**src/rtl/core/fsac_pkg.sv**
```systemverilog
// Package: shared types, opcodes and constants for the stack ALU core.
package fsac_pkg;
   localparam int CELL_BITS = 16;
   localparam int DATA_DEPTH = 32;
   localparam int RETURN_DEPTH = 32;
   localparam int DPTR_BITS = $clog2(DATA_DEPTH + 1);
   localparam int RPTR_BITS = $clog2(RETURN_DEPTH + 1);
   localparam int DIDX_BITS = $clog2(DATA_DEPTH);
   localparam int RIDX_BITS = $clog2(RETURN_DEPTH);
   localparam int CNT_BITS = 6;
   localparam int LIT_BITS = 16;
   localparam int OP_BITS = 5;
   localparam int ERR_BITS = 3;
   localparam int DIV_STEPS = 2 * CELL_BITS;
   localparam int STEP_BITS = $clog2(DIV_STEPS + 1);

   typedef logic [CELL_BITS-1:0] cell_type;
   typedef logic [2*CELL_BITS-1:0] dcell_type;

   typedef enum logic [OP_BITS-1:0] {
      OP_LIT = 5'd0, OP_DROP = 5'd1, OP_DUP = 5'd2, OP_SWAP = 5'd3,
      OP_PICK = 5'd4, OP_ADD = 5'd5, OP_SUB = 5'd6, OP_MUL = 5'd7,
      OP_DIV = 5'd8, OP_MOD = 5'd9, OP_TOR = 5'd10, OP_FROMR = 5'd11,
      OP_EQ = 5'd12, OP_LT = 5'd13, OP_AND = 5'd14, OP_OR = 5'd15,
      OP_XOR = 5'd16, OP_SHL = 5'd17, OP_SHR = 5'd18, OP_DEPTH = 5'd19,
      OP_RDEPTH = 5'd20, OP_UMA = 5'd21, OP_ULT = 5'd22, OP_UMMOD = 5'd23
   } op_type;

   typedef enum logic [ERR_BITS-1:0] {
      ERR_OK = 3'd0, ERR_UNDER = 3'd1, ERR_OVER = 3'd2,
      ERR_DIVZ = 3'd3, ERR_OPCODE = 3'd4
   } err_type;

   // classified operation handed from front to back
   typedef struct packed {
      logic     known;
      op_type   op;
      cell_type lit;
      logic [2:0] reads;
   } cmd_type;

   typedef enum logic [3:0] {
      ST_IDLE, ST_RD0, ST_RD1, ST_RD2, ST_RD3, ST_EXEC, ST_MUL,
      ST_DIV, ST_FIX, ST_WB0, ST_WB1, ST_OUT0, ST_OUT1, ST_DONE
   } state_type;

   function automatic logic [2:0] reads_needed(input logic [OP_BITS-1:0] op);
      case (op)
         OP_LIT, OP_FROMR, OP_DEPTH, OP_RDEPTH: reads_needed = 3'd0;
         OP_DROP, OP_DUP, OP_PICK, OP_TOR: reads_needed = 3'd1;
         OP_DIV, OP_MOD, OP_UMMOD: reads_needed = 3'd3;
         OP_UMA: reads_needed = 3'd4;
         default: reads_needed = 3'd2;
      endcase
   endfunction
endpackage

```
**src/rtl/core/fsac_front.sv**
```systemverilog
// Front end: accepts requests, classifies them and queues commands.
module fsac_front import fsac_pkg::*; (
   input  logic clock,
   input  logic reset,
   input  logic req_tvalid,
   output logic req_tready,
   input  logic [23:0] req_tdata, // operation[4:0], literal[20:5], zero pad
   output logic cmd_valid,
   input  logic cmd_ready,
   output cmd_type cmd
);
   localparam int QD = 2;
   cmd_type q_ff [QD];
   logic [1:0] cnt_ff, cnt_in;
   logic wr_ff, wr_in, rd_ff, rd_in;
   cmd_type c;
   logic push, pop;

   // classify
   always_comb begin
      c.op = op_type'(req_tdata[OP_BITS-1:0]);
      c.known = req_tdata[OP_BITS-1:0] <= 5'd23;
      c.lit = cell_type'($signed(req_tdata[OP_BITS +: LIT_BITS]));
      c.reads = reads_needed(req_tdata[OP_BITS-1:0]);
   end

   assign req_tready = cnt_ff != 2'(QD);
   assign cmd_valid = cnt_ff != 2'd0;
   assign cmd = q_ff[rd_ff];
   assign push = req_tvalid && req_tready;
   assign pop = cmd_valid && cmd_ready;

   always_comb begin
      cnt_in = cnt_ff + 2'(push) - 2'(pop);
      wr_in = push ? ~wr_ff : wr_ff;
      rd_in = pop ? ~rd_ff : rd_ff;
   end

   always_ff @(posedge clock) begin
      if (reset) begin
         cnt_ff <= '0;
         wr_ff <= 1'b0;
         rd_ff <= 1'b0;
      end else begin
         cnt_ff <= cnt_in;
         wr_ff <= wr_in;
         rd_ff <= rd_in;
      end
      if (push) q_ff[wr_ff] <= c;
   end

   // queue never overfills or underflows
   assert property (@(posedge clock) disable iff (reset) cnt_ff <= 2'(QD))
      else $error("queue count out of range");
   assert property (@(posedge clock) disable iff (reset)
      push && !pop |=> cnt_ff == $past(cnt_ff) + 2'd1)
      else $error("push lost");
   assert property (@(posedge clock) disable iff (reset)
      cnt_ff == 2'd0 |-> !cmd_valid)
      else $error("valid from empty queue");
endmodule

```
**src/rtl/core/fsac_back.sv**
```systemverilog
// Back end: stack memories, sequencer, multiplier and iterative divider.
module fsac_back import fsac_pkg::*; (
   input  logic clock,
   input  logic reset,
   input  logic cmd_valid,
   output logic cmd_ready,
   input  cmd_type cmd,
   output logic rsp_tvalid,
   input  logic rsp_tready,
   output logic [55:0] rsp_tdata
);
   cell_type dmem [DATA_DEPTH];
   cell_type rmem [RETURN_DEPTH];
   state_type st_ff, st_in;
   cmd_type cmd_ff;
   logic [DPTR_BITS-1:0] dp_ff, dp_in;
   logic [RPTR_BITS-1:0] rp_ff, rp_in;
   cell_type a_ff, b_ff, c_ff, rdq_ff, rrd_ff;
   cell_type w0_ff, w0_in, w1_ff, w1_in;
   logic [DPTR_BITS-1:0] wa0_ff, wa0_in, wa1_ff, wa1_in;
   logic we0_ff, we0_in, we1_ff, we1_in;
   err_type err_ff, err_in;
   dcell_type prod_ff, num_ff, num_in, quo_ff, quo_in;
   dcell_type rem_ff, rem_in;
   cell_type den_ff, den_in;
   logic qneg_ff, qneg_in, rneg_ff, rneg_in;
   logic [STEP_BITS-1:0] step_ff, step_in;
   logic [DPTR_BITS-1:0] raddr;
   logic rdo;
   cell_type top_ff, sec_ff, top_in, sec_in;
   logic vld_ff, vld_in;
   logic pick_sel_ff, pick_sel_in;
   logic rpush_ff, rpush_in, rpop_ff, rpop_in;
   dcell_type dsub;

   assign cmd_ready = st_ff == ST_IDLE && !vld_ff;
   assign rsp_tvalid = vld_ff;
   assign rsp_tdata = {9'd0, err_ff, CNT_BITS'(rp_ff), CNT_BITS'(dp_ff),
                       sec_ff, top_ff};

   // read address selection for the data stack
   // second is read in OUT0, top in OUT1 after the top write has landed
   always_comb begin
      raddr = '0;
      case (st_ff)
         ST_RD0: raddr = dp_ff - DPTR_BITS'(1);
         ST_RD1: raddr = dp_ff - DPTR_BITS'(2);
         ST_RD2: raddr = pick_sel_ff ? dp_ff - DPTR_BITS'(2) - DPTR_BITS'(a_ff)
                                     : dp_ff - DPTR_BITS'(3);
         ST_RD3: raddr = dp_ff - DPTR_BITS'(4);
         ST_OUT0: raddr = dp_ff - DPTR_BITS'(2);
         ST_OUT1: raddr = dp_ff - DPTR_BITS'(1);
         default: raddr = '0;
      endcase
   end

   // divider step: restoring, one bit per cycle
   assign dsub = {rem_ff[2*CELL_BITS-2:0], num_ff[2*CELL_BITS-1]} -
                 dcell_type'(den_ff);

   // next state
   always_comb begin
      st_in = st_ff;
      case (st_ff)
         ST_IDLE: if (cmd_valid && cmd_ready) st_in = ST_RD0;
         ST_RD0: st_in = ST_RD1;
         ST_RD1: st_in = ST_RD2;
         ST_RD2: st_in = ST_RD3;
         ST_RD3: st_in = ST_EXEC;
         ST_EXEC: begin
            if (err_in != ERR_OK) st_in = ST_OUT0;
            else if (cmd_ff.op == OP_MUL || cmd_ff.op == OP_UMA) st_in = ST_MUL;
            else if (cmd_ff.op == OP_DIV || cmd_ff.op == OP_MOD ||
                     cmd_ff.op == OP_UMMOD) st_in = ST_DIV;
            else st_in = ST_WB0;
         end
         ST_MUL: st_in = ST_WB0;
         ST_DIV: if (step_ff == STEP_BITS'(1)) st_in = ST_FIX;
         ST_FIX: st_in = ST_WB0;
         ST_WB0: st_in = ST_WB1;
         ST_WB1: st_in = ST_OUT0;
         ST_OUT0: st_in = ST_OUT1;
         ST_OUT1: st_in = ST_DONE;
         ST_DONE: st_in = ST_IDLE;
         default: st_in = ST_IDLE;
      endcase
   end

   // datapath control
   always_comb begin
      dcell_type dd, dv;
      logic [DPTR_BITS:0] need;
      dp_in = dp_ff; rp_in = rp_ff; err_in = err_ff;
      w0_in = w0_ff; w1_in = w1_ff; wa0_in = wa0_ff; wa1_in = wa1_ff;
      we0_in = we0_ff; we1_in = we1_ff;
      num_in = num_ff; quo_in = quo_ff; rem_in = rem_ff; den_in = den_ff;
      qneg_in = qneg_ff; rneg_in = rneg_ff; step_in = step_ff;
      top_in = top_ff; sec_in = sec_ff; vld_in = vld_ff;
      pick_sel_in = pick_sel_ff; rpush_in = 1'b0; rpop_in = 1'b0;
      need = {1'b0, DPTR_BITS'(cmd_ff.reads)};
      dd = {b_ff, c_ff};
      dv = '0;
      if (vld_ff && rsp_tready) vld_in = 1'b0;
      case (st_ff)
         ST_IDLE: begin
            pick_sel_in = 1'b0;
            we0_in = 1'b0; we1_in = 1'b0;
         end
         ST_RD1: pick_sel_in = cmd_ff.op == OP_PICK;
         ST_EXEC: begin
            err_in = ERR_OK;
            if (!cmd_ff.known) err_in = ERR_OPCODE;
            else if ({1'b0, dp_ff} < need) err_in = ERR_UNDER;
            else if (cmd_ff.op == OP_PICK &&
                     {{(CELL_BITS+1){1'b0}}, dp_ff} <
                     {{(DPTR_BITS+1){1'b0}}, a_ff} + (CELL_BITS+DPTR_BITS+1)'(2))
               err_in = ERR_UNDER;
            else if (cmd_ff.op == OP_FROMR && rp_ff == '0) err_in = ERR_UNDER;
            else if ((cmd_ff.op == OP_DIV || cmd_ff.op == OP_MOD ||
                      cmd_ff.op == OP_UMMOD) && a_ff == '0) err_in = ERR_DIVZ;
            else if ((cmd_ff.op == OP_LIT || cmd_ff.op == OP_DUP ||
                      cmd_ff.op == OP_FROMR || cmd_ff.op == OP_DEPTH ||
                      cmd_ff.op == OP_RDEPTH) && dp_ff >= DPTR_BITS'(DATA_DEPTH))
               err_in = ERR_OVER;
            else if (cmd_ff.op == OP_TOR && rp_ff >= RPTR_BITS'(RETURN_DEPTH))
               err_in = ERR_OVER;
            // divider setup
            if (cmd_ff.op == OP_UMMOD) begin
               qneg_in = 1'b0; rneg_in = 1'b0;
               num_in = dd; den_in = a_ff;
            end else begin
               rneg_in = b_ff[CELL_BITS-1];
               qneg_in = b_ff[CELL_BITS-1] ^ a_ff[CELL_BITS-1];
               num_in = b_ff[CELL_BITS-1] ? -dd : dd;
               den_in = a_ff[CELL_BITS-1] ? -a_ff : a_ff;
            end
            rem_in = '0; quo_in = '0;
            step_in = STEP_BITS'(DIV_STEPS);
            // results computed directly in EXEC
            wa0_in = dp_ff - DPTR_BITS'(1);
            wa1_in = dp_ff - DPTR_BITS'(2);
            case (cmd_ff.op)
               OP_LIT: begin w0_in = cmd_ff.lit; wa0_in = dp_ff; end
               OP_DUP: begin w0_in = a_ff; wa0_in = dp_ff; end
               OP_SWAP: begin w0_in = b_ff; w1_in = a_ff; end
               OP_PICK: w0_in = c_ff;
               OP_ADD: w1_in = b_ff + a_ff;
               OP_SUB: w1_in = b_ff - a_ff;
               OP_EQ: w1_in = (b_ff == a_ff) ? '1 : '0;
               OP_LT: w1_in = ($signed(b_ff) < $signed(a_ff)) ? '1 : '0;
               OP_ULT: w1_in = (b_ff < a_ff) ? '1 : '0;
               OP_AND: w1_in = b_ff & a_ff;
               OP_OR: w1_in = b_ff | a_ff;
               OP_XOR: w1_in = b_ff ^ a_ff;
               OP_SHL: w1_in = (a_ff >= cell_type'(CELL_BITS)) ? '0 : b_ff << a_ff;
               OP_SHR: w1_in = (a_ff >= cell_type'(CELL_BITS)) ? '0 : b_ff >> a_ff;
               OP_DEPTH: begin w0_in = cell_type'(dp_ff); wa0_in = dp_ff; end
               OP_RDEPTH: begin w0_in = cell_type'(rp_ff); wa0_in = dp_ff; end
               OP_FROMR: begin w0_in = rrd_ff; wa0_in = dp_ff; end
               default: ;
            endcase
         end
         ST_MUL: begin
            if (cmd_ff.op == OP_MUL) begin
               w1_in = prod_ff[CELL_BITS-1:0];
               w0_in = prod_ff[2*CELL_BITS-1:CELL_BITS];
            end else begin
               dv = prod_ff + dcell_type'(a_ff);
               wa1_in = dp_ff - DPTR_BITS'(4);
               wa0_in = dp_ff - DPTR_BITS'(3);
               w1_in = dv[CELL_BITS-1:0];
               w0_in = dv[2*CELL_BITS-1:CELL_BITS];
            end
         end
         ST_DIV: begin
            if (!dsub[2*CELL_BITS-1] ||
                rem_ff[2*CELL_BITS-1]) begin
               rem_in = dsub;
               quo_in = {quo_ff[2*CELL_BITS-2:0], 1'b1};
            end else begin
               rem_in = {rem_ff[2*CELL_BITS-2:0], num_ff[2*CELL_BITS-1]};
               quo_in = {quo_ff[2*CELL_BITS-2:0], 1'b0};
            end
            num_in = {num_ff[2*CELL_BITS-2:0], 1'b0};
            step_in = step_ff - STEP_BITS'(1);
         end
         ST_FIX: begin
            if (cmd_ff.op == OP_UMMOD) begin
               wa1_in = dp_ff - DPTR_BITS'(3);
               wa0_in = dp_ff - DPTR_BITS'(2);
               w1_in = rem_ff[CELL_BITS-1:0];
               w0_in = quo_ff[CELL_BITS-1:0];
            end else begin
               wa1_in = dp_ff - DPTR_BITS'(3);
               w1_in = (cmd_ff.op == OP_DIV)
                  ? (qneg_ff ? -quo_ff[CELL_BITS-1:0] : quo_ff[CELL_BITS-1:0])
                  : (rneg_ff ? -rem_ff[CELL_BITS-1:0] : rem_ff[CELL_BITS-1:0]);
               w0_in = w1_in;
               wa0_in = wa1_in;
            end
         end
         ST_WB0: begin
            // commit writes and pointers
            case (cmd_ff.op)
               OP_LIT, OP_DUP, OP_DEPTH, OP_RDEPTH: begin
                  we0_in = 1'b1; dp_in = dp_ff + DPTR_BITS'(1);
               end
               OP_FROMR: begin
                  we0_in = 1'b1; dp_in = dp_ff + DPTR_BITS'(1);
                  rp_in = rp_ff - RPTR_BITS'(1); rpop_in = 1'b1;
               end
               OP_DROP: dp_in = dp_ff - DPTR_BITS'(1);
               OP_TOR: begin
                  dp_in = dp_ff - DPTR_BITS'(1);
                  rp_in = rp_ff + RPTR_BITS'(1); rpush_in = 1'b1;
               end
               OP_SWAP, OP_MUL, OP_UMMOD: begin
                  we0_in = 1'b1; we1_in = 1'b1;
                  if (cmd_ff.op == OP_UMMOD) dp_in = dp_ff - DPTR_BITS'(1);
               end
               OP_UMA: begin
                  we0_in = 1'b1; we1_in = 1'b1; dp_in = dp_ff - DPTR_BITS'(2);
               end
               OP_PICK: we0_in = 1'b1;
               OP_DIV, OP_MOD: begin
                  we1_in = 1'b1; dp_in = dp_ff - DPTR_BITS'(2);
               end
               default: begin
                  we1_in = 1'b1; dp_in = dp_ff - DPTR_BITS'(1);
               end
            endcase
         end
         ST_OUT1: sec_in = (dp_ff >= DPTR_BITS'(2)) ? rdq_ff : '0;
         ST_DONE: begin
            top_in = (dp_ff >= DPTR_BITS'(1)) ? rdq_ff : '0;
            vld_in = 1'b1;
         end
         default: ;
      endcase
   end

   assign rdo = 1'b1;

   always_ff @(posedge clock) begin
      if (reset) begin
         st_ff <= ST_IDLE;
         dp_ff <= '0;
         rp_ff <= '0;
         vld_ff <= 1'b0;
         err_ff <= ERR_OK;
      end else begin
         st_ff <= st_in;
         dp_ff <= dp_in;
         rp_ff <= rp_in;
         vld_ff <= vld_in;
         err_ff <= err_in;
      end
      if (st_ff == ST_IDLE && cmd_valid && cmd_ready) cmd_ff <= cmd;
      // registered memory reads
      if (rdo) rdq_ff <= dmem[raddr[DIDX_BITS-1:0]];
      rrd_ff <= rmem[rp_ff[RIDX_BITS-1:0] - RIDX_BITS'(1)];
      case (st_ff)
         ST_RD1: a_ff <= rdq_ff;
         ST_RD2: b_ff <= rdq_ff;
         ST_RD3: c_ff <= rdq_ff;
         default: ;
      endcase
      // product used is the one taken in EXEC, where rdq_ff holds the fourth cell
      prod_ff <= (cmd_ff.op == OP_MUL)
         ? dcell_type'($signed(b_ff) * $signed(a_ff))
         : dcell_type'({c_ff, rdq_ff} * b_ff);
      w0_ff <= w0_in; w1_ff <= w1_in; wa0_ff <= wa0_in; wa1_ff <= wa1_in;
      we0_ff <= we0_in; we1_ff <= we1_in;
      num_ff <= num_in; quo_ff <= quo_in; rem_ff <= rem_in; den_ff <= den_in;
      qneg_ff <= qneg_in; rneg_ff <= rneg_in; step_ff <= step_in;
      top_ff <= top_in; sec_ff <= sec_in;
      pick_sel_ff <= pick_sel_in; rpush_ff <= rpush_in; rpop_ff <= rpop_in;
   end

   // data memory port: two writes over WB1/OUT0 (one per cycle)
   always_ff @(posedge clock) begin
      if (st_ff == ST_WB1 && we1_ff) dmem[wa1_ff[DIDX_BITS-1:0]] <= w1_ff;
      else if (st_ff == ST_OUT0 && we0_ff) dmem[wa0_ff[DIDX_BITS-1:0]] <= w0_ff;
      if (rpush_ff) rmem[rp_ff[RIDX_BITS-1:0] - RIDX_BITS'(1)] <= a_ff;
   end

   // we flags must survive into OUT0
   // (held until the next IDLE)
   assert property (@(posedge clock) disable iff (reset)
      st_ff == ST_DIV |-> err_ff == ERR_OK)
      else $error("divider run after error");
   assert property (@(posedge clock) disable iff (reset)
      dp_ff <= DPTR_BITS'(DATA_DEPTH))
      else $error("data pointer beyond depth");
   assert property (@(posedge clock) disable iff (reset)
      rp_ff <= RPTR_BITS'(RETURN_DEPTH))
      else $error("return pointer beyond depth");
   assert property (@(posedge clock) disable iff (reset)
      rpop_ff |-> $past(st_ff) == ST_WB0)
      else $error("return pop outside writeback");
endmodule

```
**src/rtl/core/forth_stack_alu_core.sv**
```systemverilog
// Top level: Forth primitive stack ALU core.
// Executes one Forth primitive per request transaction and answers with one
// response transaction. An opcode that reports an error skips writeback;
// mul and uma pass through a multiply state, and div, mod and ummod through
// the one-bit-per-cycle restoring divider (2*CELL_BITS steps plus a sign fix).
// The sequencer takes the next command only once the response has been taken
// and its valid register has cleared. Data stack reads go through the single
// registered read port of the data stack memory; the return stack has its own
// registered read. A two-entry command queue sits between the front end and
// the sequencer, so requests are taken while one is executing.
module forth_stack_alu_core import fsac_pkg::*; (
   input  logic clock,
   input  logic reset,
   input  logic req_tvalid,
   output logic req_tready,
   input  logic [23:0] req_tdata, // operation[4:0], literal[20:5]
   output logic rsp_tvalid,
   input  logic rsp_tready,
   output logic [55:0] rsp_tdata  // top_cell[15:0], second_cell[31:16],
                                  // data_count[37:32], return_count[43:38],
                                  // error_code[46:44]
);
   logic cmd_valid, cmd_ready;
   cmd_type cmd;

   fsac_front u_front (
      .clock, .reset, .req_tvalid, .req_tready, .req_tdata,
      .cmd_valid, .cmd_ready, .cmd
   );

   fsac_back u_back (
      .clock, .reset, .cmd_valid, .cmd_ready, .cmd,
      .rsp_tvalid, .rsp_tready, .rsp_tdata
   );
endmodule

```
**config.mk**
```make
export PLATFORM = sky130hd
export DESIGN_NAME = forth_stack_alu_core
export DESIGN_NICKNAME = d
export VERILOG_FILES = /design/src/rtl/core/fsac_pkg.sv /design/src/rtl/core/fsac_front.sv /design/src/rtl/core/fsac_back.sv /design/src/rtl/core/forth_stack_alu_core.sv
export SDC_FILE = /design/constraint.sdc
export NUM_CORES = 2
export LEC_CHECK = 0
export ABC_AREA = 1
export BUFFER_PORTS_ARGS = -buffer_cell sky130_fd_sc_hd__buf_2
export CAP_MARGIN = 40
export CORE_UTILIZATION = 50
export CTS_CLUSTER_SIZE = 28
export DETAILED_ROUTE_END_ITERATION = 8
export MAX_ROUTING_LAYER = met4
export PLACE_DENSITY = 0.73
export SYNTH_ARGS = -nofsm -noshare
export SYNTH_HDL_FRONTEND = slang
export SYNTH_HIERARCHICAL = 1
export SYNTH_SLANG_ARGS = --single-unit
```
**constraint.sdc**
```tcl
create_clock -name clock -period 9.4 [get_ports clock]
set_clock_uncertainty 0.1 [all_clocks]
set_input_delay 1.88 -clock clock [delete_from_list [all_inputs] [get_ports clock]]
set_output_delay 1.88 -clock clock [all_outputs]
set_load 0.005 [all_outputs]
```
# After elaboration in Yosys (flattened, before gate mapping)
# Memories as Yosys holds them, arrays and structs flattened. A register that Yosys moved wholly into a read port is not among the register bits.
# Cells that the tools add are included.
# totals
inputBits	28
register_bits	286
mem_bits_ro	96
word_cells	246
ramBits	1074
mem_count	4
# classes
eq_ne	47
muxes	72
bitwise	7
n_shift	2
add_sub_neg	21
magnitude_cmp	10
n_reduce_logical	52
n_mul	2
# mem_list
memory	depth	width	rd	rd_clocked_by_memory_dff	write_ports	line_no	text
u_back.dmem	32	16	1	1	1	fsac_back.sv:12	cell_type dmem [DATA_DEPTH];
u_back.rmem	32	16	1	1	1	fsac_back.sv:13	cell_type rmem [RETURN_DEPTH];
(no name shown)	32	3	1	0	0	fsac_pkg.sv:48	case (op)
u_front.q_ff	2	25	1	1	1	fsac_front.sv:13	cmd_type q_ff [QD];
# ops
cell	n
$mux 16	15
$pmux 16 s11	1
$mux 32	4
$pmux 32 s2	2
$pmux 16 s7	1
$pmux 16 s3	2
$neg 16->16	3
$pmux 4 s12	1
$eq 5x4->1 const B	8
$eq 5x5->1 const B	8
$add 32x16->32	1
$lt 16x16->1	2
$mul 16x16->32	1
$mul 32x16->32	1
$neg 32->32	1
$pmux 16 s2	1
$sub 32x16->32	1
$mux 5	6
$pmux 5 s3	2
$eq 4x4->1 const B	6
$pmux 6 s2	2
$pmux 6 s4	1
$mux 3	7
$eq 5x3->1 const B	4
other kinds (60)	132

# Logic depth before layout (Yosys ltp)
# depth
word_depth	16
mapped_depth	29
mapped_depth_nobuf	27

# Modules after synthesis
# Netlist, hierarchy kept.
# modules_own_cells
mod	n_inst	area_each_um2	seq_area_each_um2	cells_each
fsac_back	1	85848.6	40078.4	9046
fsac_front	1	2338.5	1601.5	145

# Least setup slack after synthesis
# Ideal clock, no wire load.
# synth_timing
path_type	reg2reg
from	register u_back.a_ff[3]
to	register u_back.prod_ff[28]
n_path_buf	3
required_time_ns	9.176
setup_ns	0.124
stages_incl_launch_ff	26
setup_slack_ns	2.665
arrival_ns	6.510
cell_sequence	edfxtp_1 > clkbuf_1 > clkbuf_1 > buf_1 > nand2_1 > inv_1 > fa_1 > fa_1 > fa_1 > fa_1 > fa_1 > inv_1 > fa_1 > inv_1 > ha_1 > nand2_1 > nor3_1 > nand3_1 > nand3_1 > nand3_1 > nand2_1 > nand2_1 > nand3_1 > a21oi_1 > o21ai_0 > o21ai_0
# synth_between
elab_chain_len	2
# synth_lines
item	line_no	text
start: declaration	fsac_back.sv:18	cell_type a_ff, b_ff, c_ff, rdq_ff, rrd_ff;
start signal: assignment	fsac_back.sv:263	ST_RD1: a_ff <= rdq_ff;
$mul 16x16->32	fsac_back.sv:270	? dcell_type'($signed(b_ff) * $signed(a_ff))
$mux 32	fsac_back.sv:270	
end signal: assignment	fsac_back.sv:269	prod_ff <= (cmd_ff.op == OP_MUL)
end: declaration	fsac_back.sv:23	dcell_type prod_ff, num_ff, num_in, quo_ff, quo_in;
# Every way passes these cells.
# A chain may end at the register's enable or synchronous reset.

# Worst setup path in the final report
# layout_timing
from	register u_back.b_ff[8]
to	register u_back.prod_ff[28]
# layout_between
elab_chain_len	2
word_cells_on_any_way	3
cone_classes	2 x mul; 1 x mux
# layout_lines
item	line_no	text
start: declaration	fsac_back.sv:18	
start signal: assignment	fsac_back.sv:264	ST_RD2: b_ff <= rdq_ff;
$mul 32x16->32 or $mul 16x16->32 (tied branches)	fsac_back.sv:271, fsac_back.sv:270	
$mux 32 *	fsac_back.sv:270	
# Mark *: on every way between the ends. The rest lies on a longest branch, timed or not.

==> impl_metrics.csv <==
group,metric,value,unit
sta,rsz0062_at_grt,"false",
worst_setup_path,cp_data_arrival_time,8.04,ns
worst_setup_path,cp_common_cell,"fa_1",
clocking,insertion_delay,0.82,ns
routing,firstDrtPassIters,6,
floorplanning,io_pins,86,
routing,vias,67800,
synth,yosys.cell_count.top_type,"nand2_1",
cells_and_area,num-fill-cells,14900,
floorplanning,die_x,422,um
routing,drc,0,
placed_design,dpl.cell_count,11400,
global_route,grt_usage,0.316,
cells_and_area,layout-drive-gt1-share,0.0712,
placed_design,gp_congestion,1.05,
sta,max_clock_freq,133,MHz
worst_setup_path,critical_path.startpoint_type,"register",
worst_setup_path,crit_buf_inv,6,
synth,syn_inst,9191,
synth,yosys.area.top_type,"edfxtp_1",
sta,slew_violations,0,
synth,synthFlopType,"edfxtp_1",
floorplanning,core_area,0.175,mm2
placed_design,io_buffers,73,
worst_setup_path,path_class,"register to register",
sta,fin_crit_sh,0.799,
status,outcome,"complete, no violations",
floorplanning,initial_utilization,0.505,
synth,synth-edff-count,1328,
clocking,h-tree-depth,4,
clocking,clock_sinks,1418,
worst_setup_path,cp.required,9.92,ns
sta,maxSlewHeadroom,0.251,
worst_setup_path,end_kind,"register",
worst_setup_path,regToRegStartpoint,"u_back/b_ff[8]",
global_route,grt_overflow_total,0,
clocking,cts_hold_buf,0,
clocking,cts_tree,"built",
routing,wirelength,275,mm
floorplanning,row_count,153,
synth,yosysSeqAreaShare,0.473,
synth,synth-seq-cells,1418,
routing,wire_per_inst,23.7,um
clocking,ctsResizeCount,0,
min_path,holdPathEnd,"u_front/rd_ff",
floorplanning,dieArea,0.178,mm2
clocking,cts_root_buf,"clkbuf_16",
min_path,hp-class,"register to register",
global_route,grt_pass1_wl,411,mm
worst_setup_path,cpLargestDelayFamily,"adder cells",
worst_setup_path,crit_path_top_delay_cell,"edfxtp_1",
routing,first_iter_violations,9019,
placed_design,dp_hpwl,195,mm
synth,syn_area_per_cell,9.59,um2
synth,synthArstFlopShare,0,
worst_setup_path,r2r_end,"u_back/prod_ff[28]",
worst_setup_path,worstPathMaxFanout,34,
min_path,hold_start,"u_front/rd_ff",
sta,setup_tns,0,ns
clocking,clkSlewWorstSetupHoldPaths,0.07,ns
routing,antenna_left,0,
synth,synth_common_cells,"nand2_1 (1635), inv_1 (1366), edfxtp_1 (1328)",
cells_and_area,final_net_count,10000,
routing,vias_per_cell,5.83,
worst_setup_path,path_depth,26,
global_route,antenna_found_initial,14,
synth,synth.distinct_cells,66,
clocking,cts_buffers,145,
min_path,worstHoldPathCells,2,
worst_setup_path,critical-path-max-stage-delay,0.74,ns
sta,tightest_slew,1.12,ns
run,cap_violations,0,
floorplanning,fp.dieH,422,um
clocking,cts_setup_buffers,0,
synth,syn-cell-area,0.0882,mm2
worst_setup_path,r2r_cells,26,
worst_setup_path,reg2reg_setup_slack,1.89,ns
clocking,cts_buffer_depth,3,
global_route,grt_pass1_vias,66000,
sta,fin_crit,7.51,ns
cells_and_area,syn2layout_area_growth,9.56,%
synth,ys_top_cells_by_area,"edfxtp_1 (45%), fa_1 (13%), nand2_1 (7.0%)",
sta,setup_viol,0,
synth,synth_top_cell_area_share,0.452,
synth,ys_warn_count,6,
sta,hold_viol_final,0,
global_route,grt_max_degree,141,
cells_and_area,finalNonFillerCells,11600,
-- cell type report --
class,count,area [um2],area share
Multi-Input combinational cell,5914,39400,0.408
Tap cell,2325,2910,0.0301
Clock inverter,87,1080,0.0112
Clock buffer,183,3930,0.0406
Inverter,1402,5280,0.0546
Sequential cell,1418,41700,0.431
Timing Repair Buffer,293,2330,0.0242
Antenna cell,10,25.0,0.000259
-- stage by stage --
step	setup slack, ns	area (um2)	hold slack (ns)	util
final	1.89	96600	0.409	0.553
after global routing	1.60	96600	0.442	0.553
after CTS	1.99	96600	0.409	0.553
after detailed placement	2.10	91600	0.392	0.524
after global placement	2.02	91200	0.379	0.522
after floorplan	2.67	88200	0.341	-
-- state kept, by name, indices dropped and copies added (netlist names), 4 cells and up, named ones only --
register / cells
u_back/rrd_ff: 16
u_back/sec_ff: 16
u_back/b_ff: 16
u_back/rp_ff: 6
u_back/w0_ff: 16
u_back/prod_ff: 32
u_back/top_ff: 16
u_back/wa1_ff: 5
u_back/dmem: 512
u_back/dp_ff: 6
u_back/c_ff: 16
u_back/wa0_ff: 5
u_back/num_ff: 32
u_front/q_ff: 50
u_back/rmem: 512
u_back/den_ff: 16
u_back/cmd_ff: 25
u_back/a_ff: 16
u_back/st_ff: 4
u_back/rem_ff: 32
u_back/w1_ff: 16
u_back/quo_ff: 16
u_back/rdq_ff: 16
u_back/step_ff: 6
-- worst register-to-register path, stage by stage, from the launching register on --
cell	delay, ns
edfxtp_1	0.74
buf_4	0.55
ha_1	0.33
inv_1	0.20
fa_1	0.59
inv_1	0.07
fa_1	0.48
fa_1	0.59
fa_1	0.45
fa_1	0.51
inv_1	0.06
fa_1	0.47
inv_1	0.04
ha_1	0.38
nand2_1	0.11
nor2_1	0.18
inv_1	0.08
nor3_1	0.20
nand3_1	0.11
nand3_1	0.21
nand3_1	0.12
nand2_1	0.13
nand2_1	0.07
nand3_1	0.10
a21oi_1	0.08
o21ai_0	0.23
o21ai_0	0.17
-- how the worst max path moves through the flow --
| stage | from | endpoint | slack (ns) |
|---|---|---|---|
| after floorplan | u_back/a_ff[3] | u_back/prod_ff[28] | 2.67 |
| after global placement | u_back/b_ff[1] | u_back/prod_ff[24] | 2.02 |
| final | u_back/b_ff[8] | u_back/prod_ff[28] | 1.89 |
| after CTS | u_back/b_ff[8] | u_back/prod_ff[28] | 1.99 |
| after detailed placement | u_back/b_ff[8] | u_back/prod_ff[28] | 2.10 |
| after global routing | u_back/b_ff[8] | u_back/prod_ff[28] | 1.60 |
-- kinds of logic (layout without fill, tap and decap cells) --
family / Yosys count / count (layout) / synth area share
muxes: 41 / 41 / 0.00609
AOI/OAI and AO/OA: 1589 / 1589 / 0.102
and+or+nand+nor: 3285 / 3285 / 0.154
other: 1 / 19 / 0.0000425
adders and majority gates: 845 / 845 / 0.169
buffers and inverters: 1867 / 1965 / 0.0824
xor gates and xnor gates: 145 / 145 / 0.0144
DFF: 1418 / 1418 / 0.473
-- metal layers --
layer,vias to the layer above,track usage,wire (um)
li1,30300,-,-
met1,33100,0.418,108000
met2,3736,0.475,124000
met3,664,0.0561,28700
met4,0,0.150,14900
met5,-,-,0
-- placed cells by master, fill, tap and decap left out, types with 21 or more instances in the layout --
master | synthesis | routed
clkinv_1 | 12 | 35
xnor2_1 | 49 | 49
nor4_1 | 22 | 22
inv_1 | 1366 | 1365
a21oi_1 | 377 | 377
clkbuf_16 | 0 | 148
dfxtp_1 | 90 | 89
inv_2 | 23 | 21
o21bai_1 | 61 | 61
o21ai_0 | 717 | 717
mux2_2 | 21 | 21
nor3_1 | 68 | 67
o22ai_1 | 114 | 114
nor2_1 | 926 | 917
buf_2 | 71 | 75
nand3_1 | 472 | 472
or2_2 | 27 | 27
clkbuf_1 | 280 | 26
edfxtp_1 | 1328 | 1328
nand2_1 | 1635 | 1634
o21ai_1 | 36 | 36
ha_1 | 273 | 272
o211ai_1 | 123 | 123
or2_0 | 23 | 23
fa_1 | 572 | 572
a221oi_1 | 21 | 21
xor2_1 | 96 | 96
nand4_1 | 50 | 50
a22oi_1 | 39 | 39
buf_4 | 19 | 196
Power is not shown: default switching activity piles up to over one toggle a cycle in this logic, so the estimate is an artifact.
